[src/design/ert_pkg.sv]
// Shared types, constant tables and elaboration-time helpers for the
// exp_range_reduced_taylor block. No dependencies.
package ert_pkg;

    localparam int MAX_TERMS = 20;   // deepest Taylor order the coefficient table serves
    localparam int EXP_N     = 16;   // largest |x0| the power tables serve
    localparam int INT_W     = 5;    // integer bits of the argument, sign included
    localparam int COEF_FRAC = 60;   // Horner sum fraction bits
    localparam int POS_FRAC  = 39;   // fraction bits of e^n, n >= 0
    localparam int NEG_FRAC  = 63;   // fraction bits of e^-n, n > 0
    localparam int E_FRAC    = 62;   // fraction bits of e and 1/e
    localparam int S_W       = 61;   // Horner sum width: e^0.5 * 2^60 < 2^61
    localparam int F_W       = 64;   // power factor width
    localparam int IDX_W     = 5;    // index into the power tables

    typedef logic [63:0]    u64_t;
    typedef logic [127:0]   u128_t;
    typedef logic [S_W-1:0] sum_t;
    typedef u64_t coef_tab_t [0:MAX_TERMS];
    typedef u64_t exp_tab_t  [0:EXP_N];

    // Power factor travelling alongside each word.
    typedef struct packed {
        logic           neg;     // factor is e^-n in Q.63, else e^n in Q.39
        logic [F_W-1:0] factor;
    } scale_t;

    localparam u64_t E_NUM = 64'd2718281828459;
    localparam u64_t E_DEN = 64'd1000000000000;

    // Restoring division, used only to build constants.
    function automatic u128_t udiv_fn(input u128_t num, input u128_t den);
        logic [128:0] rem;
        u128_t        quo;
        int           i;
        rem = '0;
        quo = '0;
        for (i = 127; i >= 0; i--) begin
            rem = {rem[127:0], num[i]};
            if (rem >= {1'b0, den}) begin
                rem    = rem - {1'b0, den};
                quo[i] = 1'b1;
            end
        end
        return quo;
    endfunction

    function automatic u64_t mul_round_fn(input u64_t a, input u64_t b, input int sh);
        u128_t prod;
        prod = u128_t'(a) * u128_t'(b);
        prod = prod + (u128_t'(1) << (sh - 1));
        return u64_t'(prod >> sh);
    endfunction

    // round(num * 2^62 / den)
    function automatic u64_t ratio_q62_fn(input u64_t num, input u64_t den);
        u128_t q63;
        q63 = udiv_fn(u128_t'(num) << (E_FRAC + 1), u128_t'(den));
        return u64_t'((q63 + u128_t'(1)) >> 1);
    endfunction

    // round(2^60 / k!)
    function automatic coef_tab_t build_coef_fn();
        coef_tab_t tab;
        u64_t      fact;
        int        k;
        fact = u64_t'(1);
        for (k = 0; k <= MAX_TERMS; k++) begin
            if (k > 1) begin
                fact = fact * u64_t'(k);
            end
            tab[k] = u64_t'(udiv_fn(u128_t'((u64_t'(1) << COEF_FRAC) + (fact >> 1)),
                                    u128_t'(fact)));
        end
        return tab;
    endfunction

    function automatic exp_tab_t build_pow_fn(input u64_t base, input int frac);
        exp_tab_t tab;
        u64_t     p;
        int       i;
        p      = u64_t'(1) << frac;
        tab[0] = p;
        for (i = 1; i <= EXP_N; i++) begin
            p      = mul_round_fn(p, base, E_FRAC);
            tab[i] = p;
        end
        return tab;
    endfunction

    localparam u64_t      E_Q62     = ratio_q62_fn(E_NUM, E_DEN);
    localparam u64_t      INV_E_Q62 = ratio_q62_fn(E_DEN, E_NUM);
    localparam coef_tab_t COEF      = build_coef_fn();
    localparam exp_tab_t  EXP_POS   = build_pow_fn(E_Q62, POS_FRAC);
    localparam exp_tab_t  EXP_NEG   = build_pow_fn(INV_E_Q62, NEG_FRAC);

endpackage

[src/design/ert_horner_step.sv]
// One Horner step s = c_K +/- round(s * |r|): a multiply stage, then a
// round and add/subtract stage. Depends on ert_pkg.
module ert_horner_step #(
    parameter int IN_FRAC_BITS = 16,
    parameter int K            = 0
) (
    input  logic                    aclk,
    input  logic                    aresetn,
    input  logic                    en,
    input  logic                    valid_in,
    input  ert_pkg::sum_t           s_in,
    input  logic [IN_FRAC_BITS-1:0] ra_in,
    input  logic                    rneg_in,
    input  ert_pkg::scale_t         scale_in,
    output logic                    valid_out,
    output ert_pkg::sum_t           s_out,
    output logic [IN_FRAC_BITS-1:0] ra_out,
    output logic                    rneg_out,
    output ert_pkg::scale_t         scale_out
);

    localparam int S_W = ert_pkg::S_W;
    localparam int PW  = S_W + IN_FRAC_BITS;
    localparam logic [PW-1:0]  HALF = PW'(1) << (IN_FRAC_BITS - 1);
    localparam logic [S_W-1:0] COEF_K = ert_pkg::sum_t'(ert_pkg::COEF[K]);

    logic                    va_reg, vb_reg;
    logic [PW-1:0]           prod_next, prod_reg;
    logic [IN_FRAC_BITS-1:0] ra_a_reg, ra_b_reg;
    logic                    rneg_a_reg, rneg_b_reg;
    ert_pkg::scale_t         scale_a_reg, scale_b_reg;
    logic [S_W-1:0]          term;
    logic [S_W:0]            acc;
    logic [S_W-1:0]          s_next, s_reg;

    // Fold the rounding half into the multiply.
    assign prod_next = PW'(s_in) * PW'(ra_in) + HALF;
    assign term      = prod_reg[PW-1:IN_FRAC_BITS];

    // Clamp at zero when the term exceeds the coefficient.
    always_comb begin
        if (rneg_a_reg) begin
            acc    = {1'b0, COEF_K} - {1'b0, term};
            s_next = acc[S_W] ? '0 : acc[S_W-1:0];
        end else begin
            acc    = {1'b0, COEF_K} + {1'b0, term};
            s_next = acc[S_W-1:0];
        end
    end

    always_ff @(posedge aclk) begin
        if (!aresetn) begin
            va_reg <= 1'b0;
            vb_reg <= 1'b0;
        end else if (en) begin
            va_reg <= valid_in;
            vb_reg <= va_reg;
        end
    end

    always_ff @(posedge aclk) begin
        if (en) begin
            prod_reg    <= prod_next;
            ra_a_reg    <= ra_in;
            rneg_a_reg  <= rneg_in;
            scale_a_reg <= scale_in;
            s_reg       <= s_next;
            ra_b_reg    <= ra_a_reg;
            rneg_b_reg  <= rneg_a_reg;
            scale_b_reg <= scale_a_reg;
        end
    end

    assign valid_out = vb_reg;
    assign s_out     = s_reg;
    assign ra_out    = ra_b_reg;
    assign rneg_out  = rneg_b_reg;
    assign scale_out = scale_b_reg;

endmodule

[config.mk]
export PLATFORM = sky130hd
export DESIGN_NAME = ert_horner_step
export DESIGN_NICKNAME = d
export VERILOG_FILES = /design/src/design/ert_pkg.sv /design/src/design/ert_horner_step.sv
export SDC_FILE = /design/constraint.sdc
export NUM_CORES = 2
export LEC_CHECK = 0
export BUFFER_PORTS_ARGS = -buffer_cell sky130_fd_sc_hd__buf_2
export CAP_MARGIN = 40
export CORE_ASPECT_RATIO = 1.5
export CORE_MARGIN = 2
export CORE_UTILIZATION = 58
export DETAILED_ROUTE_END_ITERATION = 8
export GPL_TIMING_DRIVEN = 1
export PLACE_DENSITY_LB_ADDON = 0.05
export SETUP_SLACK_MARGIN = 0.1
export SYNTH_ARGS = -nofsm -noshare
export SYNTH_HDL_FRONTEND = slang
export SYNTH_SLANG_ARGS = --single-unit
export TNS_END_PERCENT = 20
[constraint.sdc]
create_clock -name aclk -period 6.17 [get_ports aclk]
set_input_delay 0 -clock aclk [delete_from_list [all_inputs] [get_ports aclk]]
set_output_delay 0 -clock aclk [all_outputs]
set_load 0.005 [all_outputs]
# Word-level counts from Yosys, hierarchy flattened
# Index checks and enable logic that the tools add are counted.
# Widths: inputs -> output; s select.
[totals]
reg_bits = 304
inputBits = 147
out_inout_bits = 144
wordCells = 18
[classes]
n_addsub = 3
n_mux = 2
mul = 1
[op_table]
columns = ["cell", "count"]
rows = [
  ["$mux 61", 2],
  ["$add 77x16->77 const B", 1],
  ["$mul 61x16->77", 1],
  ["$sub 61x61->62 const A", 1],
  ["$add 61x61->61 const A", 1],
]

# Longest topological paths before layout
[depth]
ltp_word = 3
ltp_mapped = 26
depth_no_buf = 23

# Least setup slack after synthesis
# No wires, ideal clock.
[synth_path]
kind = "in2reg"
start = "in ra_in[2]"
end = "reg prod_reg[68] (data pin)"
t_required_ns = 5.905
path_slack_ns = 0.011
n_path_buf = 3
arrival_time_ns = 5.894
setup_ns = 0.265
cell_stages = 25
cell_sequence = "clkbuf_1 clkbuf_1 nand2_1 fa_1 inv_1 fa_1 inv_1 fa_1 inv_1 fa_1 fa_1 inv_1 fa_1 inv_1 ha_1 clkbuf_1 nand2_1 o21ai_0 o311a_1 nand4_1 a311o_1 o211ai_1 a21oi_1 o21ai_0 xor2_1"
[synth_via]
elab_chain_len = 2
[synth_lines]
columns = ["element", "line_no", "rtl"]
rows = [
  ["start: declaration", "ert_horner_step.sv:12", "input logic [IN_FRAC_BITS-1:0] ra_in,"],
  ["$mul 61x16->77", "ert_horner_step.sv:37", "assign prod_next = PW'(s_in) * PW'(ra_in) + HALF;"],
  ["$add 77x16->77", "ert_horner_step.sv:37", ""],
  ["net prod_next[68]", "ert_horner_step.sv:28", "logic [PW-1:0] prod_next, prod_reg;"],
  ["end signal: assignment", "ert_horner_step.sv:63", "prod_reg <= prod_next;"],
  ["end: declaration", "ert_horner_step.sv:28", ""],
]
# The timed path passes the listed nets, and every way through them passes these cells.
# A chain may end at the register's enable or synchronous reset.

# Worst setup path in the final report
[layout_path]
start = "in ra_in[1]"
end = "reg prod_reg[75] (data pin)"
# Same word-level chain as after synthesis.

==> qor.csv <==
metric;value;unit
Iter 0 DRT Violations;2046;
Slew @ Worst Pin;947.8;ps
# IOs;291;
Yosys top cell area share;39.44;%
Crit-path slowest cell;fa_1;
row count;120;
slowest stage delay, CP;580;ps
most frequent cell on the critical path;fa_1;
Reg2Reg Setup Slack;1960;ps
Max-slew headroom;36.81;%
die extent in y;332.7;µm
number of global-route vias before repair;34070;
initial antenna violation count;1;
Final Cycle Share;96.05;%
final WL;113.6;mm
Synth Area in Compound Gates;5.888;%
vias per cell;5.403;
fraction of registers with async set/reset;0;%
IO Port Bufs;290;
area share of and/or/nand/nor cells after synthesis;15.39;%
Synth Area in XOR/XNOR;1.258;%
Crit path arrival time;6200;ps
CP startpoint kind;input port;
Commonest cells post-synth;1011 x inv_1, 823 x fa_1, 772 x nand2_1;
syn_area_per_cell;9.579;µm²
largest net degree at the start of global routing;165;
EDFF count, synth;286;
post-synthesis sequential area ratio;20.65;%
DRT Pass-1 Iters;6;
starting density of the core;58.58;%
syn nets;5535;
first-pass GRT wire length;183.9;mm
Die X-Extent;223.1;µm
mapped cell area;0.04178;mm²
Ys Warns;0;
count leader, synth;inv_1;
Hold/Removal Path Class;in -> reg;
Mapped Cells;4361;
Adder-Cell Fraction of Synth Area;45.55;%
mean routed wirelength per cell;19.24;µm
clock buffer depth;3;
Setup Skew;29.65;ps
Clock Sinks;288;
area grow syn2layout;17.59;%
Finish-stage setup viols;0;
CP endpoint kind;flop;
CP max FO;20;
via count;31890;
Clock Latency Late Sink;560;ps
Hold Vio Cnt, Final;0;
ys flop type;edfxtp_1;
fraction of synthesized area in multiplexers;0.04792;%
share of layout cells above drive strength 1;16.15;%
grt total ovfl;0;
Yosys cell types;75;
CTS Buf Count;23;
GRT Total Usage;31.91;%
fmax;168.7;MHz
Slew Limit Fails;0;
synth top area cells;fa_1 39%, edfxtp_1 21%, inv_1 9.1%;
Placed Instance Area;0.04739;mm²
#FFs+latches synth;288;
DRC viols;0;
largest family of logic cells by synthesized area;adder cells;
Clock transition at path regs;70;ps
CTS H-tree depth;1;
CP Data Required Time;6450;ps
status;completed;
DP Wirelength;93.81;mm
minimum hold slack;26.22;ps
WS Path Type;in -> reg;
Max-Cap Viols;0;
filler cell count;5658;
Critical Path, Cell by Cell;buf_6, buf_12, buf_12, nand2_1, fa_1, inv_1, fa_1, inv_1, fa_1, inv_1, fa_1, fa_1, fa_1, ha_1, a21o_1, a21o_1, a21oi_1, nor2_1, o41ai_1, buf_4, a21boi_0, o31ai_1, o21ai_0, xor2_1;
RSZ-0062 raised after global routing;true;
length in cells of the worst reg-to-reg path;8;
Routability Congestion;0.9361;
Placeable Area;0.07132;mm²
layout net count;6141;
antenna viol nets, final;0;
leading area contributor after synthesis;fa_1;
Die ar.;0.07423;mm²
CTS tree;done;
Reg area;0.008628;mm²
Min Clock Period, post-route;5926;ps
Setup Total Neg Slack;0;ps
hold depth;1;
clock root buffer master;clkbuf_16;
area of the multi-input gates;0.02853;mm²
Design Area, Final;0.04912;mm²
[logic make-up (layout without fill, tap and decap cells)]
family / after synthesis / in the layout
adder cells (fa/ha/maj): 1027 / 1027
AND/OR/NAND/NOR: 1350 / 1350
other: 0 / 2
XOR/XNOR: 60 / 60
flip-flops: 288 / 288
multiplexers: 2 / 2
buffers and inverters: 1237 / 1860
AO/OA/AOI/OAI: 397 / 397
[what timing repair did]
| action | CTS | global route |
|---|---|---|
| setup buffers | 0 | 0 |
| pin swaps | 0 | 3 |
| hold buffers | 79 | 0 |
| setup endpoints to repair | 17 | 33 |
| endpoints found under the hold margin | 79 | 0 |
| resized for setup | 2 | 26 |
[stage by stage]
| step | setup slack (ps) | utilization, % | instances |
|---|---|---|---|
| 6_report | 243.8 | 68.88 | 5901 |
| 5_1_grt | 31.24 | 68.87 | 5899 |
| 4_1_cts | 132.4 | 68.76 | 5899 |
| 3_5_place_dp | -676.7 | 66.45 | 5778 |
| 3_3_place_gp | -625.8 | 66.43 | 5777 |
| 2_1_floorplan | 56.74 | - | 4361 |
[worst paths after layout]
path,start,end
hold reg to reg,scale_a_reg[42],scale_out[42]
hold / removal,en,scale_out[29]
setup / recovery,ra_in[1],prod_reg[75]
setup reg to reg,prod_reg[23],s_out[44]
[worst max-delay path, delay by kind of cell]
kind | cells | cell delay (ps)
buf+inv | 7 | 960
xor+xnor | 1 | 170
simple gates | 2 | 160
fa+ha+maj | 7 | 3360
compound gates | 7 | 1480
[placed cells by master, fill, tap and decap left out, types with 90 or more instances in the layout]
| master | Yosys | routed |
|---|---|---|
| and2_1 | 373 | 373 |
| a21oi_1 | 103 | 97 |
| inv_1 | 1011 | 1011 |
| fa_1 | 823 | 823 |
| o21ai_0 | 95 | 90 |
| edfxtp_1 | 286 | 286 |
| buf_4 | 6 | 387 |
| nand2_1 | 772 | 772 |
| buf_2 | 7 | 285 |
| ha_1 | 204 | 202 |
[final cells by class]
cell class / instances / area share [%]
sequential: 288 / 17.56
timing repair buffer: 807 / 12.57
multi-input combinational: 2836 / 58.07
inverter: 1011 / 7.725
clock inverter: 17 / 0.5425
clock buffer: 25 / 1.187
tap: 915 / 2.331
antenna: 2 / 0.01019
[layer usage]
layer / up-vias / share of wire (%) / GRT usage, %
met3: 234 / 5.8 / 2.783
met1: 16110 / 40 / 41.52
met4: 0 / 4.3 / 12.25
met2: 1196 / 50 / 55.68
li1: 14350 / - / -
met5: - / 0 / 0
Power is left out: the tool's default activity adds up to more than one toggle a clock period on the data nets, which glitch-free logic cannot reach.
